--- src/sv/usd_pkg.sv ---
// usd_pkg: beat types and byte-class constants for the strict utf-8 decoder
// no dependencies; used by every module of the decoder
package usd_pkg;

	localparam int CpWidth = 21;

	typedef struct packed {
		logic [7:0] data_byte;
		logic       last_byte;
	} byte_beat_t;

	typedef struct packed {
		logic [CpWidth-1:0] code_point;
		logic               has_char;
		logic               invalid;
		logic               end_of_text;
	} char_beat_t;

	// result of the decode step, before the output register
	typedef struct packed {
		logic       valid;
		char_beat_t beat;
	} usd_res_t;

	// lead byte classes
	localparam logic [7:0] Lead2Mask  = 8'hE0;
	localparam logic [7:0] Lead2Match = 8'hC0;
	localparam logic [7:0] Lead3Mask  = 8'hF0;
	localparam logic [7:0] Lead3Match = 8'hE0;
	localparam logic [7:0] Lead4Mask  = 8'hF8;
	localparam logic [7:0] Lead4Match = 8'hF0;
	localparam logic [7:0] ContMask   = 8'hC0;
	localparam logic [7:0] ContMatch  = 8'h80;

	// code point limits
	localparam logic [CpWidth-1:0] Min2Byte  = 21'h00080;
	localparam logic [CpWidth-1:0] Min3Byte  = 21'h00800;
	localparam logic [CpWidth-1:0] Min4Byte  = 21'h10000;
	localparam logic [CpWidth-1:0] MaxCp     = 21'h10FFFF;
	localparam logic [CpWidth-1:0] SurrLow   = 21'h0D800;
	localparam logic [CpWidth-1:0] SurrHigh  = 21'h0DFFF;

	// continuation count of a sequence
	localparam logic [1:0] Len1 = 2'd1;
	localparam logic [1:0] Len2 = 2'd2;
	localparam logic [1:0] Len3 = 2'd3;

endpackage

--- src/sv/usd_core.sv ---
// usd_core: sequence state and combinational byte decode
// depends on usd_pkg
module usd_core (
	input  logic                clk,
	input  logic                arst_n,
	input  logic                step,
	input  usd_pkg::byte_beat_t beat,
	output usd_pkg::usd_res_t   res
);

	logic [usd_pkg::CpWidth-1:0] partial_q, partial_d;
	logic [1:0]                  pending_q, pending_d;
	logic [1:0]                  seqlen_q, seqlen_d;
	logic                        failed_q, failed_d;

	logic                        err;
	logic                        done;
	logic [usd_pkg::CpWidth-1:0] cp;
	logic [usd_pkg::CpWidth-1:0] merged;
	logic [1:0]                  pend_dec;
	logic                        value_ok;
	logic [7:0]                  b;

	assign b        = beat.data_byte;
	assign merged   = {partial_q[usd_pkg::CpWidth-7:0], b[5:0]};
	assign pend_dec = pending_q - 2'd1;

	always_comb begin
		value_ok = 1'b1;
		if (seqlen_q == usd_pkg::Len1 && merged < usd_pkg::Min2Byte) value_ok = 1'b0;
		if (seqlen_q == usd_pkg::Len2 && merged < usd_pkg::Min3Byte) value_ok = 1'b0;
		if (seqlen_q == usd_pkg::Len3 && merged < usd_pkg::Min4Byte) value_ok = 1'b0;
		if (merged > usd_pkg::MaxCp) value_ok = 1'b0;
		if (merged >= usd_pkg::SurrLow && merged <= usd_pkg::SurrHigh) value_ok = 1'b0;
	end

	always_comb begin
		partial_d = partial_q;
		pending_d = pending_q;
		seqlen_d  = seqlen_q;
		failed_d  = failed_q;
		err       = 1'b0;
		done      = 1'b0;
		cp        = '0;
		res       = '0;

		if (failed_q) begin
			if (beat.last_byte) begin
				failed_d = 1'b0;
				res.valid            = 1'b1;
				res.beat.invalid     = 1'b1;
				res.beat.end_of_text = 1'b1;
			end
		end else begin
			if (pending_q == 2'd0) begin
				priority if (b[7] == 1'b0) begin
					cp   = {13'd0, b};
					done = 1'b1;
				end else if ((b & usd_pkg::Lead2Mask) == usd_pkg::Lead2Match) begin
					partial_d = {16'd0, b[4:0]};
					pending_d = usd_pkg::Len1;
					seqlen_d  = usd_pkg::Len1;
				end else if ((b & usd_pkg::Lead3Mask) == usd_pkg::Lead3Match) begin
					partial_d = {17'd0, b[3:0]};
					pending_d = usd_pkg::Len2;
					seqlen_d  = usd_pkg::Len2;
				end else if ((b & usd_pkg::Lead4Mask) == usd_pkg::Lead4Match) begin
					partial_d = {18'd0, b[2:0]};
					pending_d = usd_pkg::Len3;
					seqlen_d  = usd_pkg::Len3;
				end else begin
					err = 1'b1;
				end
			end else if ((b & usd_pkg::ContMask) != usd_pkg::ContMatch) begin
				err = 1'b1;
			end else begin
				partial_d = merged;
				pending_d = pend_dec;
				if (pend_dec == 2'd0) begin
					if (value_ok) begin
						cp   = merged;
						done = 1'b1;
					end else begin
						err = 1'b1;
					end
					partial_d = '0;
					seqlen_d  = '0;
				end
			end

			if (beat.last_byte) begin
				// end of text: everything back to reset values
				partial_d = '0;
				pending_d = '0;
				seqlen_d  = '0;
				failed_d  = 1'b0;
				res.valid            = 1'b1;
				res.beat.end_of_text = 1'b1;
				if (!err && done) begin
					res.beat.code_point = cp;
					res.beat.has_char   = 1'b1;
				end else begin
					res.beat.invalid = 1'b1;
				end
			end else if (err) begin
				partial_d = '0;
				pending_d = '0;
				seqlen_d  = '0;
				failed_d  = 1'b1;
				res.valid        = 1'b1;
				res.beat.invalid = 1'b1;
			end else if (done) begin
				res.valid           = 1'b1;
				res.beat.code_point = cp;
				res.beat.has_char   = 1'b1;
			end
		end
	end

	always_ff @(posedge clk or negedge arst_n) begin
		if (!arst_n) begin
			partial_q <= '0;
			pending_q <= '0;
			seqlen_q  <= '0;
			failed_q  <= 1'b0;
		end else if (step) begin
			partial_q <= partial_d;
			pending_q <= pending_d;
			seqlen_q  <= seqlen_d;
			failed_q  <= failed_d;
		end
	end

endmodule

--- src/sv/usd_out_reg.sv ---
// usd_out_reg: result register on the character channel
// depends on usd_pkg
module usd_out_reg (
	input  logic                clk,
	input  logic                arst_n,
	input  logic                load,
	input  usd_pkg::char_beat_t load_beat,
	output logic                free,
	output logic                char_valid,
	input  logic                char_stall,
	output usd_pkg::char_beat_t char_beat
);

	logic                valid_q;
	usd_pkg::char_beat_t beat_q;

	assign free       = !valid_q || !char_stall;
	assign char_valid = valid_q;
	assign char_beat  = beat_q;

	always_ff @(posedge clk or negedge arst_n) begin
		if (!arst_n) begin
			valid_q <= 1'b0;
		end else if (load) begin
			valid_q <= 1'b1;
		end else if (!char_stall) begin
			valid_q <= 1'b0;
		end
	end

	always_ff @(posedge clk) begin
		if (load) begin
			beat_q <= load_beat;
		end
	end

endmodule

--- src/sv/utf8_strict_decoder.sv ---
// utf8_strict_decoder: strict utf-8 byte stream to code point decoder
// an accepted byte waits in stage 1, then its result loads the result register, from which the char side takes it
// throughput: one byte per cycle, sustained while the character side does not stall
// bytes that complete no character and raise no error pass through with no result beat
// reset: arst_n clears both valid bits and the sequence state; payload regs are not reset
// depends on usd_pkg, usd_core, usd_out_reg
module utf8_strict_decoder (
	input  logic                clk,
	input  logic                arst_n,
	// byte channel
	input  logic                byte_valid,
	output logic                byte_stall,
	input  usd_pkg::byte_beat_t byte_beat,
	// character channel
	output logic                char_valid,
	input  logic                char_stall,
	output usd_pkg::char_beat_t char_beat
);

	// input register stage
	logic                valid_s1;
	usd_pkg::byte_beat_t beat_s1;

	usd_pkg::usd_res_t   res;
	logic                out_free;
	logic                fire_s1;
	logic                take;

	// a byte leaves stage 1 if it makes no result beat or the result register has room
	assign fire_s1    = valid_s1 && (!res.valid || out_free);
	// stage 1 takes a new beat when empty or draining this cycle
	assign byte_stall = valid_s1 && !fire_s1;
	assign take       = byte_valid && !byte_stall;

	always_ff @(posedge clk or negedge arst_n) begin
		if (!arst_n) begin
			valid_s1 <= 1'b0;
		end else if (take) begin
			valid_s1 <= 1'b1;
		end else if (fire_s1) begin
			valid_s1 <= 1'b0;
		end
	end

	always_ff @(posedge clk) begin
		if (take) begin
			beat_s1 <= byte_beat;
		end
	end

	// decode: state advances only when the byte actually leaves stage 1
	usd_core u_core (
		.clk    (clk),
		.arst_n (arst_n),
		.step   (fire_s1),
		.beat   (beat_s1),
		.res    (res)
	);

	// result register toward the character side
	usd_out_reg u_out (
		.clk        (clk),
		.arst_n     (arst_n),
		.load       (fire_s1 && res.valid),
		.load_beat  (res.beat),
		.free       (out_free),
		.char_valid (char_valid),
		.char_stall (char_stall),
		.char_beat  (char_beat)
	);

endmodule

--- config.mk ---
export PLATFORM = sky130hd
export DESIGN_NAME = utf8_strict_decoder
export DESIGN_NICKNAME = d
export VERILOG_FILES = /design/src/sv/usd_pkg.sv /design/src/sv/usd_core.sv /design/src/sv/usd_out_reg.sv /design/src/sv/utf8_strict_decoder.sv
export SDC_FILE = /design/constraint.sdc
export NUM_CORES = 1
export LEC_CHECK = 0
export ABC_AREA = 0
export BUFFER_PORTS_ARGS = -buffer_cell sky130_fd_sc_hd__buf_2
export CORE_ASPECT_RATIO = 0.8
export CORE_MARGIN = 2
export CORE_UTILIZATION = 40
export DETAILED_ROUTE_END_ITERATION = 8
export PLACE_DENSITY = 0.7
export SLEW_MARGIN = 20
export SYNTH_ARGS = -nofsm -noshare
export SYNTH_HDL_FRONTEND = slang
export SYNTH_SLANG_ARGS = --single-unit
--- constraint.sdc ---
create_clock -name clk -period 6.4 [get_ports clk]
set_input_delay 0.64 -clock clk [delete_from_list [all_inputs] [get_ports clk]]
set_output_delay 0.64 -clock clk [all_outputs]
set_load 0.01 [all_outputs]
Word-level counts from Yosys, hierarchy flattened
Cells that the tools add are included.
{"block": "totals", "elab_cells": 119, "out_inout_bits": 26, "regBits": 55, "input_bits": 13}
{"block": "classes", "eq_ne": 11, "magnitude_cmp": 6, "n_mux": 65, "reduce_logical": 23, "n_bitwise": 1, "addsub": 1}
{"cell": "15-bit two-way mux", "n": 9}
{"cell": "21-bit two-way mux", "n": 4}
{"cell": "22-bit two-way mux", "n": 2}
{"cell": "1-bit two-way mux", "n": 32}
{"cell": "2-bit two-way mux", "n": 15}
{"cell": "24-bit two-way mux", "n": 1}
{"cell": "23-bit two-way mux", "n": 1}
{"cell": "21-bit by 16-bit greater-or-equal comparator with 1-bit output (second input constant)", "n": 1}
{"cell": "21-bit > comparator (second input constant)", "n": 1}
{"cell": "21-bit by 16-bit <= comparator with 1-bit output (second input constant)", "n": 1}
{"cell": "21-bit by 12-bit < comparator with 1-bit output (second input constant)", "n": 1}
{"cell": "21-bit by 17-bit < comparator with 1-bit output (second input constant)", "n": 1}
{"cell": "21-bit by 8-bit < comparator with 1-bit output (second input constant)", "n": 1}
{"cell": "1-bit logical AND", "n": 9}
{"cell": "7-bit two-way mux", "n": 1}
{"cell": "1-bit logical NOT", "n": 6}
{"cell": "6-bit inequality test (second input constant)", "n": 1}
{"cell": "6-bit AND reduction", "n": 1}
{"cell": "5-bit equality test (second input constant)", "n": 1}
{"cell": "5-bit AND reduction", "n": 1}
{"cell": "2-bit equality test (second input constant)", "n": 2}
{"cell": "4-bit equality test (second input constant)", "n": 1}
{"cell": "2-bit logical NOT", "n": 2}
{"cell": "4-bit by 3-bit inequality test with 1-bit output (second input constant)", "n": 1}
{"cell": "other kinds (10)", "n": 11}

Depth between registers and ports, before layout
Gate-level depths: netlist (run 1).
{"block": "logic_depth", "ltp_word": 25, "mapped_depth": 10, "mapped_depth_nobuf": 7}

Modules after synthesis
Synthesis (run 1) repeated with hierarchy kept, for this count alone.
{"block": "unflattened", "cells_unflattened": 168, "hier_area_um2": 2316.0}
{"mod": "usd_core", "area_per_inst_um2": 1208.7, "instances": 1, "cells_each": 124, "seq_area_each_um2": 500.5}
{"mod": "usd_out_reg", "area_per_inst_um2": 757.0, "instances": 1, "cells_each": 27, "seq_area_each_um2": 745.7}
{"mod": "utf8_strict_decoder", "area_per_inst_um2": 350.3, "instances": 1, "cells_each": 17, "seq_area_each_um2": 295.3}

Least setup slack after synthesis (run 1)
Ideal clock, no wire load.
{"block": "synth_path", "path_type": "flip-flop to flip-flop", "from": "register u_core.partial_q[9] (netlist bit)", "to": "register u_out.beat_q (netlist bit u_out.char_beat[0]) (enable)", "setup_ns": 0.405, "required_time_ns": 5.995, "stages_incl_launch_ff": 7, "arrival_ns": 2.704, "path_buffers": 0, "setup_slack_ns": 3.291, "path_cell_list": "dfrtp_1 or4_4 o41ai_4 nor3_1 o211ai_1 a21oi_1 nor2_1"}
{"block": "synth_via", "elab_chain_len": 20}
{"item": "from (decl)", "line": "usd_core.sv:11", "source": "logic [usd_pkg::CpWidth-1:0] partial_q, partial_d;"}
{"item": "from (signal assigned)", "line": "usd_core.sv:127", "source": "partial_q <= partial_d;"}
{"item": "21-bit by 8-bit < comparator with 1-bit output", "line": "usd_core.sv:30", "source": "if (seqlen_q == usd_pkg::Len1 && merged < usd_pkg::Min2Byte) value_ok = 1'b0;"}
{"item": "1-bit logical AND", "line": "usd_core.sv:30"}
{"item": "1-bit two-way mux", "line": "usd_core.sv:30"}
{"item": "1-bit two-way mux", "line": "usd_core.sv:31", "source": "if (seqlen_q == usd_pkg::Len2 && merged < usd_pkg::Min3Byte) value_ok = 1'b0;"}
{"item": "1-bit two-way mux", "line": "usd_core.sv:32", "source": "if (seqlen_q == usd_pkg::Len3 && merged < usd_pkg::Min4Byte) value_ok = 1'b0;"}
{"item": "1-bit two-way mux", "line": "usd_core.sv:33", "source": "if (merged > usd_pkg::MaxCp) value_ok = 1'b0;"}
{"item": "1-bit two-way mux *", "line": "usd_core.sv:34", "source": "if (merged >= usd_pkg::SurrLow && merged <= usd_pkg::SurrHigh) value_ok = 1'b0;"}
{"item": "1-bit two-way mux", "line": "usd_core.sv:80", "source": "if (value_ok) begin"}
{"item": "[... 5 more ...]"}
{"item": "1-bit two-way mux *", "line": "usd_core.sv:105", "source": "end else if (err) begin"}
{"item": "24-bit two-way mux *", "line": "usd_core.sv:91", "source": "if (beat.last_byte) begin"}
{"item": "1-bit two-way mux *", "line": "usd_core.sv:47", "source": "if (failed_q) begin"}
{"item": "1-bit logical NOT", "line": "utf8_strict_decoder.sv:30", "source": "assign fire_s1 = valid_s1 && (!res.valid || out_free);"}
{"item": "1-bit logical OR", "line": "utf8_strict_decoder.sv:30"}
{"item": "1-bit logical AND", "line": "utf8_strict_decoder.sv:30"}
{"item": "1-bit logical AND *", "line": "utf8_strict_decoder.sv:64", "source": ".load (fire_s1 && res.valid),"}
{"item": "via u_out.load", "line": "usd_out_reg.sv:6", "source": "input logic load,"}
{"item": "to (signal assigned)", "line": "usd_out_reg.sv:33", "source": "beat_q <= load_beat;"}
{"item": "to (decl)", "line": "usd_out_reg.sv:15", "source": "usd_pkg::char_beat_t beat_q;"}
Mark *: on every way through the listed nets, which the timed path passes. The rest lies on a longest branch. The select of a mux whose other input is x is not followed.
A chain may end at the register's enable or synchronous reset.

Worst setup path in the final report (run 1)
{"block": "layout_path", "from": "register u_core.partial_q[9] (netlist bit)", "to": "output port byte_stall"}
{"block": "layout_via", "elab_chain_len": 21}
{"item": "21-bit by 8-bit < comparator with 1-bit output", "line": "usd_core.sv:30"}
{"item": "1-bit logical AND", "line": "usd_core.sv:30"}
{"item": "1-bit two-way mux", "line": "usd_core.sv:30"}
{"item": "1-bit two-way mux", "line": "usd_core.sv:31"}
{"item": "1-bit two-way mux", "line": "usd_core.sv:32"}
{"item": "1-bit two-way mux", "line": "usd_core.sv:33"}
{"item": "1-bit two-way mux *", "line": "usd_core.sv:34"}
{"item": "1-bit two-way mux", "line": "usd_core.sv:80"}
{"item": "[... 5 more ...]"}
{"item": "1-bit two-way mux *", "line": "usd_core.sv:105"}
{"item": "24-bit two-way mux *", "line": "usd_core.sv:91"}
{"item": "1-bit two-way mux *", "line": "usd_core.sv:47"}
{"item": "1-bit logical NOT *", "line": "utf8_strict_decoder.sv:30"}
{"item": "1-bit logical OR *", "line": "utf8_strict_decoder.sv:30"}
{"item": "1-bit logical AND *", "line": "utf8_strict_decoder.sv:30"}
{"item": "1-bit logical NOT *", "line": "utf8_strict_decoder.sv:32", "source": "assign byte_stall = valid_s1 && !fire_s1;"}
{"item": "1-bit logical AND *", "line": "utf8_strict_decoder.sv:32"}
{"item": "to (decl)", "line": "utf8_strict_decoder.sv:12", "source": "output logic byte_stall,"}
Every way passes the cells marked *; elsewhere a longest branch is shown, timed or not. The select of a mux whose other input is x is not followed.

==> metrics.csv, run 1 <==
stage,metric,value,unit
clock_tree,cts_tree,yes,
critical_path,r2r_start,u_core.partial_q[9]$_DFFE_PN0P_,
clock_tree,ctsHoldBuffers,0,
clock_tree,cts_resized,0,
critical_path,cp_top_family,simple AND/OR/NAND/NOR gates,
timing,setup_tns,0,ns
drt,remaining_drc_errors,0,
critical_path,worstPathArrival,2.70,ns
clock_tree,cts-root-buf,clkbuf_8,
placed_design,place_area,2629,µm²
cells_and_area,fin_nets,250,
critical_path,worstSetupPathType,register to output pin,
clock_tree,path_clk_slew,0.09,ns
timing,setup_viol,0,
timing,worstMarginPinSlew,0.7757,ns
clock_tree,h-tree-depth,2,
logic_synthesis,synth_compound_area_share,12.20,%
timing,finalCritPeriodShare,52.21,%
logic_synthesis,synth-xor-area-share,0.3696,%
cells_and_area,antennaDiodeCount,0,
cells_and_area,fin_cells,319,
logic_synthesis,synth_fa_ha_area_share,0,%
critical_path,reg2regPathDepth,7,
drt,drtPass1Iterations,4,
clock_tree,cts_setup_buffers,0,
timing,rsz0062_at_grt,no,
job,maxCapViolations,0,
logic_synthesis,synth.largest_area_cell,edfxtp_1,
timing,hold_ws,0.2998,ns
logic_synthesis,ys_ff_latch,55,
clock_tree,clock-sinks,55,
floorplan,die-area,6560,µm²
timing,fmax,299.3,MHz
logic_synthesis,synth_top_area_share,41.82,%
timing,finalCriticalPeriod,3.342,ns
drt,drt-initial-drc-count,96,
drt,via_per_inst,4.956,
logic_synthesis,synthSimpleGateAreaFrac,19.32,%
global_route,globalRouteOverflowTotal,0,
critical_path,crit_fanout,4,
placed_design,gp_congestion,0.8646,
cells_and_area,fin_area,2746,µm²
clock_tree,numCtsBuffers,5,
drt,vias,1581,
logic_synthesis,ys_warn_count,0,
logic_synthesis,syn_nets,212,
clock_tree,cts_buffer_depth,2,
logic_synthesis,synth.avg_cell_area,11.91,µm²
floorplan,rows,25,
timing,fin_skew,0.004257,ns
drt,wl_per_cell,13.46,µm
placed_design,io_buffers,38,
floorplan,die_w,90.06,µm
global_route,grt_max_degree,38,
critical_path,critPathSlowestCell,or4_4,
critical_path,slowest_delay,0.56,ns
critical_path,cp.buffers_inverters,1,
clock_tree,insertion_delay,0.30,ns
timing,drv_slew,0,
logic_synthesis,synth_top_family_by_area,simple AND/OR/NAND/NOR gates,
critical_path,cp-end-kind,output pin,
global_route,antenna_found_initial,0,
logic_synthesis,syn-instance-count,199,
critical_path,crit_path_frequent_cell,nor3_1,
placed_design,placed_cells,311,
pwr,vdd_drop_max,0.1654,mV
logic_synthesis,synth_area_leaders,"edfxtp_1 42%, dfrtp_1 23%, nand2_1 5.4%",
logic_synthesis,ys_types,37,
logic_synthesis,seq_area_frac_synth,65.05,%
critical_path,rr_endpoint,beat_s1[3]$_DFFE_PP_,
floorplan,core,5818,µm²
pwr,power_density,373.9,nW/µm²
floorplan,io_pins,39,
placed_design,hpwlAfterDp,3137,µm
timing,slew_headroom,48.18,%
critical_path,crit_start,u_core.partial_q[9]$_DFFE_PN0P_,
timing,finalHoldViolCount,0,
drt,finalWirelength,4294,µm
hold_path,hold_path.class,input pin to asynchronous set/reset pin,
floorplan,die_h,72.85,µm
cells_and_area,syn2layout_area_growth,15.89,%
cells_and_area,drive_gt1_share,22.69,%
critical_path,critPathRequiredTime,5.76,ns
critical_path,r2r_slack,3.30,ns
pwr,p_leak,1.102,nW
critical_path,worstPathCellList,"or4_4, o41ai_4, nor3_1, o211ai_1, a21oi_1, nor3_1, buf_2",
global_route,grt_pass1_wl,7155,µm
drt,antenna_left,0,
floorplan,start_util,40.73,%
global_route,grt_pass1_vias,1419,
cells_and_area,fillers,555,
critical_path,start_kind,register,
placed_design,dp_slack,3.229,ns
logic_synthesis,synthesis.area,2370,µm²
outcome,run_status,completed,
global_route,grt.total_usage,14.02,%
logic_synthesis,yosys-mux-area-fraction,0,%
timing,final.setup.worst_slack,3.058,ns
## metal layers
layer | track usage (%) | part of all wire [%] | wire (µm) | vias to the layer above
met2 | 19.80 | 44 | 1868 | 51
met4 | 5.128 | 1.3 | 57 | 0
met3 | 3.306 | 5.1 | 221 | 6
met5 | 0 | 0 | 0 | -
met1 | 21.19 | 50 | 2146 | 735
li1 | - | - | - | 789
## cell usage in the layout (no fill, tap or decap), types with 2 or more instances in the layout
cell	Yosys	layout
nor2b_1	2	2
nor3b_1	2	2
o21ai_0	15	15
nand2b_1	4	4
o211ai_1	3	3
nor2_1	6	5
nand3b_1	2	2
nand4_1	2	2
o31ai_1	6	6
and2_1	18	18
buf_2	4	38
or2_2	3	3
inv_1	8	8
edfxtp_1	33	33
nand2_1	34	34
dfrtp_1	22	22
o22ai_1	2	2
a21oi_1	2	2
clkbuf_8	0	5
nand3_1	3	3
nor3_1	7	7
or3_1	2	2
## power breakdown
part	internal, W	switching, W	leakage (nW)	total, W
Combinational	0.000106	0.000189	0.429	0.000294
Clock	0.000117	0.000107	0.0562	0.000224
Sequential	0.000459	0.0000495	0.616	0.000509
## worst reg2reg max path: cells and delay by family, from the launching register on
kind             cells  cell delay, ns
AND/OR/NAND/NOR      4            1.53
flip-flops           1            0.42
AO/OA/AOI/OAI        3            0.79
## flip-flops by register name, indices dropped and copies added (netlist names)
register / count
u_core.partial_q: 15
valid_s1: 1
u_out.char_valid: 1
beat_s1: 9
u_core.pending_q: 2
u_out.char_beat: 24
u_core.seqlen_q: 2
u_core.failed_q: 1
## layout make-up
cell class	instances	area [µm²]	share of cell area, %
Tap cell	81	101.3	3.690
Inverter	8	30.03	1.093
Clock buffer	5	68.82	2.506
Sequential cell	55	1541	56.13
Multi-Input combinational cell	128	764.5	27.84
Clock inverter	3	42.54	1.549
Timing Repair Buffer	39	197.7	7.198
## per-stage QoR
step / power, W / utilization, %
6_report: 0.001027 / 47.20
4_1_cts: 0.001031 / 47.10
3_3_place_gp: 0.0008034 / 45.18
3_5_place_dp: 0.0008088 / 45.18
5_1_grt: 0.001091 / 47.20
2_1_floorplan: 0.0007308 / -
## cells in the mapped netlist
master and number:
nand2_1 34, edfxtp_1 33, dfrtp_1 22, and2_1 18, o21ai_0 15, inv_1 8, nor3_1 7, nor2_1 6
o31ai_1 6, buf_2 4, nand2b_1 4, clkbuf_1 3, nand3_1 3, o211ai_1 3, or2_2 3, a21oi_1 2
nand3b_1 2, nand4_1 2, nor2b_1 2, nor3b_1 2, o22ai_1 2, o32a_1 2, or3_1 2, a2111oi_4 1
a211oi_1 1, a21o_1 1, a221o_1 1, a31oi_1 1, and3_1 1, buf_6 1, nor4_1 1, o22a_1 1
o41ai_1 1, o41ai_4 1, or4_4 1, or4b_1 1, xnor2_1 1
## how the worst max path moves through the flow
stage / endpoint / slack, ns / cells after the start
2_1_floorplan: u_out.char_beat[0]$_DFFE_PP_ / 3.29 / 6
3_3_place_gp: u_core.pending_q[1]$_DFFE_PN0P_ / 3.34 / 7
3_5_place_dp: u_core.pending_q[1]$_DFFE_PN0P_ / 3.23 / 7
4_1_cts: byte_stall / 3.09 / 7
5_1_grt: byte_stall / 2.91 / 7
6_report: byte_stall / 3.06 / 7
## cell families after synthesis
kind of cell / count (synthesis)
flip-flops: 55
AND/OR/NAND/NOR: 89
AO/OA/AOI/OAI: 38
XOR/XNOR: 1
buffers and inverters: 16
(Power assumes the default switching activity.)
==> inputs of run 2 (changes only) <==
Clock period 6.4 ns to 3.2 ns, I/O delays scaled along.
==> metrics.csv, run 2 (synthesis gave the netlist of run 1 again) <==
stage,metric,value,unit
floorplan,rows,25,
drt,antenna_left,0,
critical_path,start_kind,register,
timing,worstMarginPinSlew,0.5313,ns
floorplan,io_pins,39,
placed_design,placed_cells,314,
pwr,vdd_drop_max,0.3408,mV
global_route,antenna_found_initial,0,
drt,vias,1610,
critical_path,cp-end-kind,output pin,
timing,finalHoldViolCount,0,
clock_tree,path_clk_slew,0.10,ns
timing,slew_headroom,64.25,%
cells_and_area,antennaDiodeCount,0,
outcome,run_status,completed,
critical_path,reg2regPathDepth,8,
timing,fmax,333.8,MHz
floorplan,die-area,6560,µm²
clock_tree,cts_tree,yes,
hold_path,hold_path.class,input pin to register,
drt,finalWirelength,4371,µm
hold_path,hold_depth,1,
critical_path,crit_fanout,5,
timing,fin_skew,0.01024,ns
job,maxCapViolations,0,
drt,via_per_inst,4.985,
timing,drv_slew,0,
clock_tree,clock-sinks,55,
global_route,grt.total_usage,14.39,%
floorplan,die_h,72.85,µm
critical_path,slowest_delay,0.55,ns
drt,remaining_drc_errors,0,
placed_design,hpwlAfterDp,3262,µm
cells_and_area,fin_nets,254,
cells_and_area,largest_reg_flops,24,
timing,setup_tns,0,ns
cells_and_area,drive_gt1_share,23.55,%
critical_path,crit_path_frequent_cell,nor3_1,
floorplan,die_w,90.06,µm
drt,wl_per_cell,13.53,µm
critical_path,critPathSlowestCell,or4_4,
cells_and_area,fin_cells,323,
global_route,grt_pass1_vias,1516,
global_route,globalRouteOverflowTotal,0,
clock_tree,cts_buffer_depth,2,
critical_path,worstPathArrival,2.68,ns
clock_tree,insertion_delay,0.31,ns
pwr,p_leak,1.132,nW
placed_design,gp_congestion,0.8203,
critical_path,critPathRequiredTime,2.88,ns
global_route,grt_pass1_wl,7348,µm
timing,finalCriticalPeriod,2.996,ns
drt,drt-initial-drc-count,67,
placed_design,io_buffers,38,
pwr,power_density,750.3,nW/µm²
critical_path,worstPathCellList,"or4_4, o41ai_4, nor3_1, o211ai_1, a21oi_1, nor3_1, buf_2",
cells_and_area,final_cell_mix,"38 x buf_2, 34 x nand2_1, 33 x edfxtp_1, 22 x dfrtp_1, 18 x and2_1",
clock_tree,h-tree-depth,2,
clock_tree,cts-root-buf,clkbuf_8,
cells_and_area,final_common_cell,buf_2,
timing,setup_viol,0,
cells_and_area,syn2layout_area_growth,18.27,%
clock_tree,numCtsBuffers,5,
floorplan,start_util,40.73,%
global_route,grt_max_degree,27,
floorplan,core,5818,µm²
drt,drtPass1Iterations,4,
timing,finalCritPeriodShare,93.63,%
critical_path,worstSetupPathType,register to output pin,
timing,rsz0062_at_grt,no,
-- run 2: changes by cell type in the layout (fill, tap and decap cells not counted), sizes merged --
cell,previous run,this run
dlygate4sd3,0,1
buf,39,42
bufinv,1,0
clkinv,1,0
clkbuf,5,7
-- run 2: worst paths after layout --
kind	startpoint	end	slack [ns]
setup / recovery	u_core.partial_q[8]$_DFFE_PN0P_	byte_stall	0.20
hold / removal	byte_beat[0]	beat_s1[0]$_DFFE_PP_	0.18
setup reg to reg	u_core.partial_q[8]$_DFFE_PN0P_	beat_s1[2]$_DFFE_PP_	0.47
hold reg to reg	u_core.partial_q[13]$_DFFE_PN0P_	u_core.partial_q[13]$_DFFE_PN0P_	0.53
max in group asynchronous	arst_n	u_out.char_valid$_DFFE_PN0P_	2.35
min in group asynchronous	arst_n	u_core.partial_q[9]$_DFFE_PN0P_	0.50
-- run 2: area by class of cell --
cell class,count,area (µm²)
clock buffers,7,107.6
clock inverters,1,8.758
fillers,537,3015
inverters,8,30.03
multi-input cells,128,758.2
flip-flops and latches,55,1541
well taps,81,101.3
repair buffers,43,255.2
-- run 2: per-layer routing --
metal	GRT usage, %	wire length (µm)	vias to the layer above
met3	2.789	195	7
met5	0	0	-
li1	-	-	797
met2	22.22	1972	45
met1	20.61	2164	761
met4	5.128	39	0
-- run 2: timing repair --
action	in CTS	in global routing
setup buffers	0	0
gates resized for setup	0	0
hold buffers	1	0
hold endpoints to repair	21	0
-- run 2: through the flow --
stage          util [%]  cell area [µm²]  total power [W]  hold slack, ns  setup slack (ns)
3_5_place_dp      46.00             2676         0.001670          0.3312            0.4914
4_1_cts           48.17             2803         0.002111          0.1827            0.2101
5_1_grt           48.17             2803         0.002228          0.1755           0.04034
2_1_floorplan         -             2370         0.001462         0.02441           0.09128
6_report          48.17             2803         0.002103          0.1846            0.2038
3_3_place_gp      46.00             2676         0.001656          0.3240            0.5699
-- run 2: power by group --
part	total [W]	internal, W	switching (W)
Clock	0.000452	0.000226	0.000226
Sequential	0.00102	0.000917	0.0000998
Combinational	0.000634	0.000252	0.000382
Total	0.00210	0.00140	0.000707
-- run 2: critical path, delay by kind of cell, from the launching register on --
| kind | cells | cell delay, ns |
|---|---|---|
| DFF | 1 | 0.44 |
| buffers and inverters | 1 | 0.21 |
| and+or+nand+nor | 3 | 1.01 |
| AOI/OAI and AO/OA | 3 | 0.72 |
